[config.mk]
export PLATFORM = sky130hd
export DESIGN_NAME = bcg_cell
export DESIGN_NICKNAME = d
export VERILOG_FILES = /design/src/design/bcg_pkg.sv /design/src/design/bcg_cell.sv
export SDC_FILE = /design/constraint.sdc
export NUM_CORES = 1
export LEC_CHECK = 0
export ABC_AREA = 1
export BUFFER_PORTS_ARGS = -buffer_cell sky130_fd_sc_hd__buf_2
export CAP_MARGIN = 20
export CORE_ASPECT_RATIO = 1.25
export CORE_UTILIZATION = 45
export CTS_BUF_LIST = sky130_fd_sc_hd__clkbuf_2 sky130_fd_sc_hd__clkbuf_4 sky130_fd_sc_hd__clkbuf_8
export CTS_CLUSTER_SIZE = 20
export DETAILED_ROUTE_END_ITERATION = 6
export HOLD_SLACK_MARGIN = 0.12
export PLACE_DENSITY_LB_ADDON = 0.2
export SLEW_MARGIN = 20
export SYNTH_ARGS = -nofsm -noshare
export SYNTH_HDL_FRONTEND = slang
export SYNTH_SLANG_ARGS = --single-unit
[constraint.sdc]
create_clock -name i_clk -period 7.26 [get_ports i_clk]
set_input_delay 1.452 -clock i_clk [delete_from_list [all_inputs] [get_ports i_clk]]
set_output_delay 1.452 -clock i_clk [all_outputs]
set_load 0.01 [all_outputs]
[src/design/bcg_pkg.sv]
// ----------------------------------------------------------------------------
// bcg_pkg
// Shared widths and register codes of the broadcast offset generator.
// ----------------------------------------------------------------------------
`default_nettype none

package bcg_pkg;

    localparam int IDX_W      = 32;
    localparam int CFG_W      = 64;
    localparam int RANK_W     = 3;
    localparam int CFG_ADDR_W = 3;

    // configuration register map
    typedef enum logic [CFG_ADDR_W-1:0] {
        REG_RANK_OUT  = 3'd0,
        REG_RANK_A    = 3'd1,
        REG_RANK_B    = 3'd2,
        REG_SHAPE_OUT = 3'd3,
        REG_SHAPE_A   = 3'd4,
        REG_SHAPE_B   = 3'd5
    } t_cfg_reg;

    localparam logic [RANK_W-1:0] RANK_RESET  = 3'd1;
    localparam logic [CFG_W-1:0]  SHAPE_RESET = 64'h0001_0001_0001_0001;

endpackage : bcg_pkg

`default_nettype wire

[src/design/bcg_cell.sv]
// ----------------------------------------------------------------------------
// bcg_cell
// One index bit of the mixed-radix conversion: shifts a bit into the
// per-dimension coordinates with one compare-subtract per dimension.
// ----------------------------------------------------------------------------
`default_nettype none

module bcg_cell
    import bcg_pkg::*;
#(
    parameter int MAX_RANK = 4,
    parameter int DIM_BITS = 16,
    parameter int BIT_POS  = 0
) (
    input  wire logic                               i_clk,
    input  wire logic                               i_rst_n,
    input  wire logic                               i_en,
    input  wire logic [RANK_W-1:0]                  i_rank_out,
    input  wire logic [CFG_W-1:0]                   i_shape_out,
    input  wire logic                               i_valid,
    input  wire logic [IDX_W-1:0]                   i_idx,
    input  wire logic [MAX_RANK-1:0][DIM_BITS-1:0]  i_coord,
    input  wire logic                               i_ovf,
    output logic                                    o_valid,
    output logic [IDX_W-1:0]                        o_idx,
    output logic [MAX_RANK-1:0][DIM_BITS-1:0]       o_coord,
    output logic                                    o_ovf
);

    logic                              r_valid;
    logic [IDX_W-1:0]                  r_idx;
    logic [MAX_RANK-1:0][DIM_BITS-1:0] r_coord;
    logic                              r_ovf;
    logic [MAX_RANK-1:0][DIM_BITS-1:0] n_coord;
    logic                              n_carry;
    logic [DIM_BITS:0]                 t;
    logic [DIM_BITS-1:0]               so;

    // carry ripples from the last (fastest) dimension to the first
    always_comb begin
        n_coord = i_coord;
        n_carry = i_idx[BIT_POS];
        t       = '0;
        so      = '0;
        for (int d = MAX_RANK - 1; d >= 0; d--) begin
            if (d < int'(i_rank_out)) begin
                so = i_shape_out[d*DIM_BITS +: DIM_BITS];
                t  = {n_coord[d], n_carry};
                if (t >= {1'b0, so}) begin
                    t       = t - {1'b0, so};
                    n_carry = 1'b1;
                end else begin
                    n_carry = 1'b0;
                end
                n_coord[d] = t[DIM_BITS-1:0];
            end
        end
    end

    // control
    always_ff @(posedge i_clk) begin
        if (!i_rst_n) begin
            r_valid <= 1'b0;
        end else if (i_en) begin
            r_valid <= i_valid;
        end
    end

    // payload
    always_ff @(posedge i_clk) begin
        if (i_en) begin
            r_idx   <= i_idx;
            r_coord <= n_coord;
            r_ovf   <= i_ovf | n_carry;
        end
    end

    assign o_valid = r_valid;
    assign o_idx   = r_idx;
    assign o_coord = r_coord;
    assign o_ovf   = r_ovf;

endmodule : bcg_cell

`default_nettype wire

; ---- Word level (Yosys, flattened, before mapping)
; Cells that the tools add are included.
[totals]
rom_bits = 0
inputBits = 168
out_inout_bits = 98
regBits = 98
latch_bits = 0
mem_bits_rw = 0
mem_count = 0
elab_cells = 36
[classes]
addsub = 4
n_mul = 0
n_eq_ne = 0
n_bitwise = 1
shift = 0
reduce_logical = 0
n_lt_le_gt_ge = 8
n_mux = 16
n_div = 0
[op_table]
columns = operator, n
row1 = two-way mux 16 bit, 8
row2 = >= comparator 17 x 16 -> 1 bit, 4
row3 = subtractor 16 bit, 4
row4 = two-way mux 1 bit, 8
row5 = < comparator 1 x 3 -> 1 bit (first input constant), 2
row6 = < comparator 2 x 3 -> 1 bit (first input constant), 2
row7 = OR 1 bit, 1

; ---- Logic depth before layout (Yosys ltp)
; Gate-level depths: netlist (run 1).
[depth]
ltp_word = 13
mapped_depth = 46
mapped_depth_nobuf = 43

; ---- Worst setup path after synthesis (run 1)
; No wires, ideal clock.
[synth_path]
path_kind = in2reg
from = input port i_shape_out[55]
to = register r_coord, in the netlist o_coord[14], data pin
required_time_ns = 7.006
setup_slack_ns = 0.934
setup_ns = 0.254
arrival_time_ns = 6.073
path_buffers = 3
cell_stages = 45
cell_sequence = inv_1 ha_1 nand2_1 inv_1 nand2_1 nand2_1 nand3b_1 nand2_1 nand2_1 buf_2 a21boi_0 ha_1 inv_1 nand2_1 nand3_2 nand2_2 nand2_2 nand2_2 [... 9 more ...] nand2_1 nand4_4 inv_4 nand2_1 nand2_1 ha_1 inv_1 fa_1 inv_1 nor2_1 nor2_1 o21ai_0 nand2_1 nand2_1 nand2_1 nand3_1 nand3_1 nand2_1
[synth_rtl]
columns = element, line_no
row1 = start: declaration, bcg_cell.sv:19  ; input wire logic [CFG_W-1:0] i_shape_out,
row2 = end signal: assignment, bcg_cell.sv:73  ; r_coord <= n_coord;
row3 = end: declaration, bcg_cell.sv:32  ; logic [MAX_RANK-1:0][DIM_BITS-1:0] r_coord;

==> results of run 1 <==
layer usage:
layer | vias to the layer above | share of wire (%) | track usage (%)
met5 | - | 0 | 0
met4 | 0 | 2.6 | 9.07
met1 | 3943 | 43 | 29.0
met2 | 277 | 49 | 45.1
li1 | 4573 | - | -
met3 | 42 | 5.6 | 4.36
state kept, by name, indices dropped and copies added, names as in the netlist:
name and cells:
o_coord 64, o_valid 1, o_idx 32, o_ovf 1
through the flow:
| step | instance area (sq um) | instances |
|---|---|---|
| global placement | 10300 | 1747 |
| global route | 10500 | 1763 |
| CTS | 10500 | 1763 |
| floorplan | 8750 | 1265 |
| detailed placement | 10300 | 1747 |
| finish | 10500 | 1764 |
cell families after synthesis:
kind of cell             share of synthesized area [%]
AND/OR/NAND/NOR                                   36.4
buffers and inverters                             10.7
flip-flops                                        33.5
AO/OA/AOI/OAI                                     6.32
adder cells (fa/ha/maj)                           10.1
XOR/XNOR                                          3.00
report_power, final:
group / internal [uW] / leakage, uW / switching [uW]
logic: 249 / 0.00464 / 397
registers: 704 / 0.000957 / 16.1
clock network: 127 / 0.0000852 / 214
total: 1080 / 0.00568 / 627
final timing paths:
check | start | endpoint | slack [ns] | depth (start not counted)
worst max-delay path | i_coord[55] | o_coord[14] | 1.03 | 40
worst min-delay path | o_valid | o_valid | 0.56 | 2
worst max register to register | o_valid | o_valid | 6.59 | 2
worst min register to register | o_valid | o_valid | 0.56 | 2
area by class of cell:
type / instances / area share [%]
well taps: 232 / 2.78
multi-input cells: 934 / 46.7
clock buffers: 9 / 1.18
repair buffers: 270 / 13.1
flip-flops and latches: 98 / 28.0
inverters: 213 / 7.67
diodes: 1 / 0.0239
clock inverters: 7 / 0.503
critical path, delay by kind of cell:
kind            cells  cell delay, ns
compound gates      4            0.75
fa+ha+maj           5            1.42
buf+inv             5            0.52
simple gates       26            2.24
cell usage in the layout, fill, tap and decap left out, drive strengths merged, types with 2 or more instances in the layout:
master    netlist  final
o211ai          6      6
o21a            5      5
xnor2          18     18
nor2          102    102
clkbuf          5      9
a21boi          2      2
nand3b         21     21
nand3         124    124
or2             5      5
inv           213    215
clkinvlp        0      2
ha             64     64
clkinv          0      3
edfxtp         97     97
fa              4      4
o21bai          8      8
and2            2      2
o21ai          26     26
nand2         458    458
nor3           11     11
nand4          17     17
buf            15    270
a21oi          46     46
xor2           12     12
==> impl_summary.txt, run 1 <==
----------------------------------------------------
[Power]
  Standby leakage power ... between 0.005 and 0.006 uW
  Worst ir drop on vdd ... 80.4 uV
  Power density over the cells ... between 150 and 200 nW/um^2
  Design Power ... 1710 uW

[Yosys]
  Share of the synthesized area in the top cell type ... between 30 and 40%
  Cell with the most instances after synthesis ... nand2_1
  Synth area leaders ... edfxtp_1, nand2_1, ha_1
  Number of warnings printed during yosys synthesis ... 0
  Portion of the post-synthesis area used by sequential elements ... 33.5%
  Largest area contributor in the synthesized netlist ... edfxtp_1
  Fraction of synthesis flops using an asynchronous set or reset pin ... 0%
  Average footprint of a synthesized cell ... about 6.9 sq um
  Cell Area, Synth ... 8750 sq um
  Mapped Nets ... 1501
  Number of enable flip-flop cells after synthesis ... 97
  Commonest cells post-synth ... nand2_1, inv_1, nand3_1, nor2_1, edfxtp_1
  Main synth FF type ... edfxtp_1
  Mapped Cells ... 1265
  Flip-flop and latch count after synthesis ... 98
  Synth cell types ... 44

[Clock network]
  Post-CTS Setup Repair Bufs ... 0
  Number of levels in the clock H-tree ... 3
  Number of buffers inserted during clock tree synthesis ... 9
  Hold_buf cts ... 0
  Clock tree from TritonCTS ... yes
  Worst-skew pair later-pin latency ... 0.37 ns
  Clock transition time at the flip-flop clock pins of the worst setup and hold paths ... 0.10 ns
  Number of sinks handled by clock tree synthesis ... slightly below 100
  Buffer depth of the longest clock path ... 2
  Cts repair resizes ... 0
  Clock Root Buffer ... clkbuf_8

[Worst setup path]
  Delay of the slowest critical-path stage ... 0.44 ns
  Critical Setup Path Class ... in -> reg
  Critical path data arrival time ... 6.37 ns
  Worst Path Max Fanout ... 16
  Worst setup EP type ... flip-flop
  Worst endpoint required time ... about 7.4 ns
  Worst setup SP type ... primary input
  Highest-delay cell along the critical path ... fa_1
  Dominant cell type by count on the critical path ... nand2_1

[Global routing]
  Overflow left after global routing ... 0
  Largest net degree at the start of global routing ... 63
  Wire length of the first global-routing pass ... 39.4 mm
  Initial antenna violation count ... 1
  Vias in the first global route ... 8477
  Global-route usage over all layers ... 24.7%

[Cells and area]
  Area growth syn-to-layout ... 19.5%
  Layout Nets ... 1762
  Ratio of cells with drive above 1 in the final layout ... 21.4%
  Sequential cell area in the final layout ... 2930 sq um
  Count of filler cells inserted in the layout ... 1919
  Post-layout util ... 55.3%
  Area used by multi-input combinational logic ... 4890 sq um

[Place]
  Final estimated routing congestion in global placement ... 0.943
  Hpwl dp ... 19.5 mm
  Worst setup slack before clock tree synthesis ... 0.606 ns
  Port Buf Inserts ... between 200 and 300

[Drt]
  Detailed-router iteration count before antenna repair ... 7
  Initial DRC Count ... ~420
  Via total after detailed routing ... a little under 9000
  Routed wire length ... 24.4 mm
  Detailed-route wire length per cell ... 13.8 um
  Post-DRT Antenna Nets ... 0
  Number of remaining DRC errors ... 0
  Via/cell ratio ... roughly 5

[Die]
  Die span in x ... 127 um
  Placeable core region ... around 19000 sq um
  Height of the die ... 158 um
  Initial core utilization ... 46.3%
  Row Count ... 56
  Die Outline Area ... 20000 sq um
  Count of pins on the block boundary ... 266

[Timing]
  Tmin final ... between 6 and 7 ns
  Min Hold Slack ... 0.559 ns
  Largest clock skew in the final design ... 0 ns
  Fin crit share ... 85.8%
  Number of pins exceeding their max-slew limit in the final report ... 0
  Setup TNS after final layout ... 0 ns
  Worst-Margin Slew ... 0.913 ns
  Relative slew slack ... 39.1%
  Final worst-path setup slack ... 1.03 ns
  Maximum achievable frequency ... between 150 and 200 MHz
  Unrepaired setup endpoints after global routing ... false
  Final count of negative-setup-slack endpoints ... 0
  Count of final hold-check violations ... 0

[Min path]
  Worst hold path class ... reg -> reg

[Flow run]
  Max-capacitance violation count ... 0

[Status]
  Outcome ... completed

----------------------------------------------------
Note: power is estimated with default switching activity, not from simulation.
==> run 2, diff against run 1 <==
--- a/config.mk
+++ b/config.mk
@@ -6,5 +6,4 @@
 export NUM_CORES = 1
 export LEC_CHECK = 0
-export ABC_AREA = 1
 export BUFFER_PORTS_ARGS = -buffer_cell sky130_fd_sc_hd__buf_2
 export CAP_MARGIN = 20
@@ -15,4 +14,5 @@
 export DETAILED_ROUTE_END_ITERATION = 6
 export HOLD_SLACK_MARGIN = 0.12
+export MAX_ROUTING_LAYER = met4
 export PLACE_DENSITY_LB_ADDON = 0.2
 export SLEW_MARGIN = 20
==> constraint.sdc (replaced) <==
create_clock -name i_clk -period 7.26 [get_ports i_clk]
set_input_delay 2.178 -clock i_clk [delete_from_list [all_inputs] [get_ports i_clk]]
set_output_delay 2.178 -clock i_clk [all_outputs]
set_load 0.01 [all_outputs]
==> run 2 against run 1 <==
Effect of this change:
- the run now ends with negative setup slack left
- clock skew stayed put
- first-iteration DRC count is 13% higher
- sequential share of layout area decreased by 0.74 points
- clock-buffer cell count unchanged
- worst setup slack got worse by 1.8 ns
- sequential power grew 1%
- fmax down 22%
- critical path depth decreased by 7
- global-route usage grew 0.35 points
==> impl_summary.txt, run 2 <==
----------------------------------------------------
[Global routing]
  Global-route usage over all layers ... between 20 and 30%
  Wire length of the first global-routing pass ... 34.2 mm
  Overflow left after global routing ... 0
  Initial antenna violation count ... 2
  Largest net degree at the start of global routing ... 63
  Vias in the first global route ... just over 7000

[Yosys]
  Synth cell types ... 63
  Flip-flop and latch count after synthesis ... 98
  Fraction of synthesis flops using an asynchronous set or reset pin ... 0%
  Share of the synthesized area in the top cell type ... 38.0%
  Number of enable flip-flop cells after synthesis ... 97
  Mapped Cells ... 820
  Mapped Nets ... approximately 1100
  Number of warnings printed during yosys synthesis ... 0
  Cell with the most instances after synthesis ... edfxtp_1
  Cell Area, Synth ... 7670 sq um
  Largest area contributor in the synthesized netlist ... edfxtp_1
  Synth area leaders ... edfxtp_1, ha_1, a21oi_1
  Commonest cells post-synth ... edfxtp_1, nor2_1, inv_1, a21oi_1, ha_1
  Main synth FF type ... edfxtp_1
  Portion of the post-synthesis area used by sequential elements ... a little under two fifths
  Average footprint of a synthesized cell ... 9.36 sq um

[Timing]
  Count of final hold-check violations ... 0
  Worst-Margin Slew ... 1.18 ns
  Maximum achievable frequency ... roughly 120 MHz
  Largest clock skew in the final design ... 0 ns
  Final count of negative-setup-slack endpoints ... 17
  Tmin final ... 8.01 ns
  Setup TNS after final layout ... -11.78 ns
  Relative slew slack ... 20.9%
  Fin crit share ... 110%
  Unrepaired setup endpoints after global routing ... true
  Final worst-path setup slack ... -0.753 ns
  Number of pins exceeding their max-slew limit in the final report ... 0

[Die]
  Placeable core region ... 16800 sq um
  Height of the die ... 148 um
  Die Outline Area ... roughly 18000 sq um
  Row Count ... 53
  Die span in x ... 119 um
  Count of pins on the block boundary ... 266
  Initial core utilization ... 45.7%

[Worst setup path]
  Worst setup EP type ... flip-flop
  Worst reg2reg startpoint ... o_valid
  Critical Setup Path Class ... in -> reg
  Dominant cell type by count on the critical path ... ha_4
  Worst endpoint required time ... 7.51 ns
  Worst Path Max Fanout ... 3
  Worst setup SP type ... primary input
  Setup slack on the worst flop-to-flop path ... 6.61 ns
  Highest-delay cell along the critical path ... or4_1
  Critical path data arrival time ... 8.26 ns
  Number of buffers and inverters on the critical path ... 4
  Setup crit start ... i_shape_out[54]
  Delay of the slowest critical-path stage ... 0.41 ns
  Crit path max-delay family ... compound AO/OA/AOI/OAI gates

[Place]
  Hpwl dp ... 17.1 mm
  Worst setup slack before clock tree synthesis ... -1.56 ns
  Port Buf Inserts ... approximately 270
  Final estimated routing congestion in global placement ... 0.919

[Power]
  Worst ir drop on vdd ... 81.3 uV
  Design Power ... 1790 uW
  Power density over the cells ... 167 nW/um^2
  Standby leakage power ... 0.00506 uW

[Cells and area]
  Layout Nets ... 1427
  Sequential cell area in the final layout ... 2930 sq um
  Count of filler cells inserted in the layout ... 1464
  Ratio of cells with drive above 1 in the final layout ... 39.8%
  Number of flip-flops under the largest register name ... 64
  Area growth syn-to-layout ... 40.0%
  Area used by multi-input combinational logic ... around 4700 sq um
  Leading cell type in the layout, fill and taps excluded ... buf_2
  Commonest cells after routing, fill and taps aside ... buf_2, buf_4, edfxtp_1

[Drt]
  Via/cell ratio ... roughly 5.4
  Initial DRC Count ... roughly 480
  Via total after detailed routing ... about 7700
  Post-DRT Antenna Nets ... 0
  Routed wire length ... 22.0 mm
  Number of remaining DRC errors ... 0
  Detailed-route wire length per cell ... 15.5 um
  Detailed-router iteration count before antenna repair ... 5

[Clock network]
  Buffer depth of the longest clock path ... 2
  Number of levels in the clock H-tree ... 3
  Number of buffers inserted during clock tree synthesis ... 9
  Clock transition time at the flip-flop clock pins of the worst setup and hold paths ... 0.11 ns
  Clock tree from TritonCTS ... yes
  Worst-skew pair later-pin latency ... 0.38 ns
  Clock Root Buffer ... clkbuf_8
  Hold_buf cts ... 0
  Number of sinks handled by clock tree synthesis ... 98

[Flow run]
  Max-capacitance violation count ... 0

[Status]
  Outcome ... finished with violations
  Violated checks ... negative setup slack

[Min path]
  Worst hold path class ... reg -> reg
  Source of the worst hold timing path ... o_valid

----------------------------------------------------
## run 2: final timing paths
| check | to | cells past startpoint |
|---|---|---|
| worst min register to register | o_valid | 2 |
| worst max register to register | o_valid | 2 |
| worst max-delay path | o_coord[14] | 33 |
| worst min-delay path | o_valid | 2 |
## run 2: routing by layer
layer	global-route usage (%)	wire length, um
met5	-	0
met4	10.7	672
met3	3.82	1410
met2	42.8	10900
met1	29.3	9040
## run 2: repair_timing
| action | 4_1_cts | 5_1_grt |
|---|---|---|
| gates cloned | 0 | 3 |
| pin swaps | 24 | 27 |
| setup endpoints to repair | 17 | 18 |
| resized for setup | 31 | 30 |
| setup buffers | 12 | 11 |
## run 2: report_power, final
part           internal [uW]  switching, uW
sequential               707           19.4
clock                    131            215
combinational            345            373
total                   1180            608
## run 2: worst reg2reg max path, delay by kind of cell, from the launching register on
family	cells	cell delay, ns
AND/OR/NAND/NOR	1	0.17
flip-flops	1	0.35
multiplexers	1	0.07
## run 2: area by class of cell
cell class	count	area share (%)
flip-flops and latches	98	27.3
clock inverters	7	0.571
diodes	2	0.0466
well taps	220	2.56
inverters	77	2.85
clock buffers	9	1.15
repair buffers	386	21.8
multi-input cells	619	43.7
## run 2: kinds of logic after synthesis
family | synth area share, %
flip-flops | 38.2
XOR/XNOR | 5.02
AO/OA/AOI/OAI | 19.5
buffers and inverters | 5.54
AND/OR/NAND/NOR | 15.6
multiplexers | 4.58
adder cells (fa/ha/maj) | 11.5
## run 2: stage by stage
stage	hold slack (ns)	instance area [sq um]	utilization (%)	cells
after floorplan	0.538	7850	-	820
after global placement	0.497	10000	59.9	1374
after detailed placement	0.560	10000	59.9	1374
after CTS	0.578	10500	62.3	1402
after global routing	0.586	10700	64.0	1418
final	0.571	10700	64.0	1418
==> run 3, diff against run 2 <==
CELL_PAD_IN_SITES_DETAIL_PLACEMENT = 0   (was unset)
CELL_PAD_IN_SITES_GLOBAL_PLACEMENT = 1   (was unset)
CORE_UTILIZATION = 39   (was 45)
GPL_TIMING_DRIVEN = 0   (was unset)
==> run 3 against run 2 <==
Effect of this change:
- clock skew unchanged
- clock power up 21%
- first-iteration DRC count down 32%
- highest routed layer unchanged
- the run still ends with negative setup slack left
- cell area down 2.7%
- clock-buffer cell count up 1
==> impl_summary.txt, run 3 (synthesized netlist as in run 2, its figures left out) <==
----------------------------------------------------
[Status]
  Outcome ... finished with violations
  Violated checks ... negative setup slack

[Cells and area]
  Count of filler cells inserted in the layout ... 1867
  Commonest cells after routing, fill and taps aside ... buf_2, edfxtp_1, nor2_1
  Area used by multi-input combinational logic ... 4810 sq um
  Area growth syn-to-layout ... 36.3%
  Layout Nets ... between 1000 and 1500
  Ratio of cells with drive above 1 in the final layout ... roughly 37%
  Leading cell type in the layout, fill and taps excluded ... buf_2
  Finished Layout Cells ... 1408
  Number of flip-flops under the largest register name ... 64
  Sequential cell area in the final layout ... ~2900 sq um

[Place]
  Hpwl dp ... 17.4 mm
  Port Buf Inserts ... 264
  Worst setup slack before clock tree synthesis ... -2.71 ns
  Count of placed standard cells including taps ... around 1400
  Final estimated routing congestion in global placement ... between 0.8 and 0.9

[Worst setup path]
  Worst endpoint required time ... 7.37 ns
  Critical path data arrival time ... 8.39 ns
  Worst setup EP type ... flip-flop
  End of the worst register-to-register path ... o_valid
  Worst-case reg-to-reg path depth ... 2
  Setup slack on the worst flop-to-flop path ... 6.67 ns
  Number of buffers and inverters on the critical path ... 4
  Worst reg2reg startpoint ... o_valid
  Worst setup SP type ... primary input
  Worst Path Max Fanout ... 3
  Critical Path End ... o_coord[14]
  Levels on crit path ... 34
  Dominant cell type by count on the critical path ... ha_4
  Highest-delay cell along the critical path ... or4_1
  Crit path max-delay family ... compound AO/OA/AOI/OAI gates
  Delay of the slowest critical-path stage ... about 0.42 ns
  Critical Setup Path Class ... in -> reg
  Setup crit start ... i_coord[59]

[Timing]
  Relative slew slack ... 39.4%
  Final worst-path setup slack ... -1.02 ns
  Largest clock skew in the final design ... 0 ns
  Number of pins exceeding their max-slew limit in the final report ... 0
  Maximum achievable frequency ... 121 MHz
  Final count of negative-setup-slack endpoints ... 17
  Count of final hold-check violations ... 0
  Min Hold Slack ... 0.529 ns
  Unrepaired setup endpoints after global routing ... true
  Fin crit share ... 114%
  Tmin final ... 8.28 ns
  Setup TNS after final layout ... -15.86 ns
  Worst-Margin Slew ... 0.898 ns

[Die]
  Die Outline Area ... 20200 sq um
  Initial core utilization ... about two fifths
  Count of pins on the block boundary ... roughly 270
  Die span in x ... 127 um
  Placeable core region ... about 19000 sq um
  Height of the die ... 159 um
  Row Count ... 57

[Clock network]
  Number of sinks handled by clock tree synthesis ... roughly 100
  Hold_buf cts ... 0
  Clock tree from TritonCTS ... yes
  Number of levels in the clock H-tree ... 3
  Number of buffers inserted during clock tree synthesis ... 9
  Clock Root Buffer ... clkbuf_8
  Buffer depth of the longest clock path ... 2
  Clock transition time at the flip-flop clock pins of the worst setup and hold paths ... 0.11 ns
  Worst-skew pair later-pin latency ... between 0.3 and 0.4 ns

[Min path]
  Instance count along the most critical hold path ... 2
  Source of the worst hold timing path ... o_valid
  Worst hold path class ... reg -> reg

[Global routing]
  Initial antenna violation count ... 2
  Wire length of the first global-routing pass ... 36.2 mm
  Overflow left after global routing ... 0
  Vias in the first global route ... roughly 7000
  Largest net degree at the start of global routing ... 59
  Global-route usage over all layers ... 23.6%

[Drt]
  Via/cell ratio ... 5.17
  Via total after detailed routing ... 7283
  Detailed-router iteration count before antenna repair ... 5
  Post-DRT Antenna Nets ... 0
  Routed wire length ... 23.1 mm
  Number of remaining DRC errors ... 0
  Detailed-route wire length per cell ... 16.4 um
  Initial DRC Count ... 326

[Power]
  Worst ir drop on vdd ... 89.4 uV
  Power density over the cells ... 176 nW/um^2
  Design Power ... 1840 uW
  Standby leakage power ... 0.00472 uW

[Flow run]
  Max-capacitance violation count ... 0

----------------------------------------------------
[run 3: changes by cell type in the layout (fill, tap and decap cells not counted), moves of 3 or more]
cell and change:
buf_2 -3, o31ai_1 -3, inv_8 -3, ha_4 +3, clkbuf_1 +16, buf_4 -66, ha_1 -4, o31ai_2 +3
a21oi_2 +3
[run 3: metrics by stage]
| step | instance area, sq um | utilization [%] |
|---|---|---|
| after floorplan | 7850 | - |
| after global routing | 10500 | 54.1 |
| after global placement | 9510 | 49.2 |
| after detailed placement | 9540 | 49.4 |
| after CTS | 10300 | 53.2 |
| final | 10500 | 54.1 |
[run 3: report_power, final]
| group | switching, uW | internal (uW) | leakage (uW) |
|---|---|---|---|
| registers | 15.7 | 707 | 0.000958 |
| clock network | 221 | 199 | 0.000102 |
| logic | 378 | 323 | 0.00366 |
[run 3: metal layers]
| layer | track usage, % | share of wire [%] | up-vias | wire, um |
|---|---|---|---|---|
| met1 | 26.4 | 41 | 3388 | 9480 |
| met5 | - | 0 | - | 0 |
| met4 | 8.87 | 2.4 | 0 | 544 |
| met3 | 4.58 | 4.7 | 33 | 1080 |
| li1 | - | - | 3662 | - |
| met2 | 41.3 | 52 | 200 | 12000 |
[run 3: cell type report]
type / instances / share of cell area [%]
repair buffers: 307 / 16.4
plain buffers: 24 / 1.27
inverters: 77 / 2.93
clock inverters: 6 / 0.874
multi-input cells: 619 / 46.0
flip-flops and latches: 98 / 28.1
well taps: 265 / 3.17
clock buffers: 10 / 1.26
diodes: 2 / 0.0479
[run 3: worst min-delay path by stage]
stage	to	slack, ns
6_report	o_valid	0.53
5_1_grt	o_valid	0.57
4_1_cts	o_valid	0.53
3_5_place_dp	o_valid	0.51
3_3_place_gp	o_valid	0.50
2_1_floorplan	o_valid	0.54
[run 3: tightest hold or removal path, cell delays in order (launching register included)]
cell and delay, ns:
dfxtp_1 0.32, mux2i_1 0.12, nor2b_1 0.06
[run 3: repair_timing]
| action | 4_1_cts | 5_1_grt |
|---|---|---|
| setup buffers | 32 | 10 |
| pin swaps | 45 | 15 |
| gates resized for setup | 61 | 28 |
| gates cloned | 0 | 0 |
| endpoints found under the setup margin | 33 | 32 |
| hold endpoints to repair | 0 | 0 |
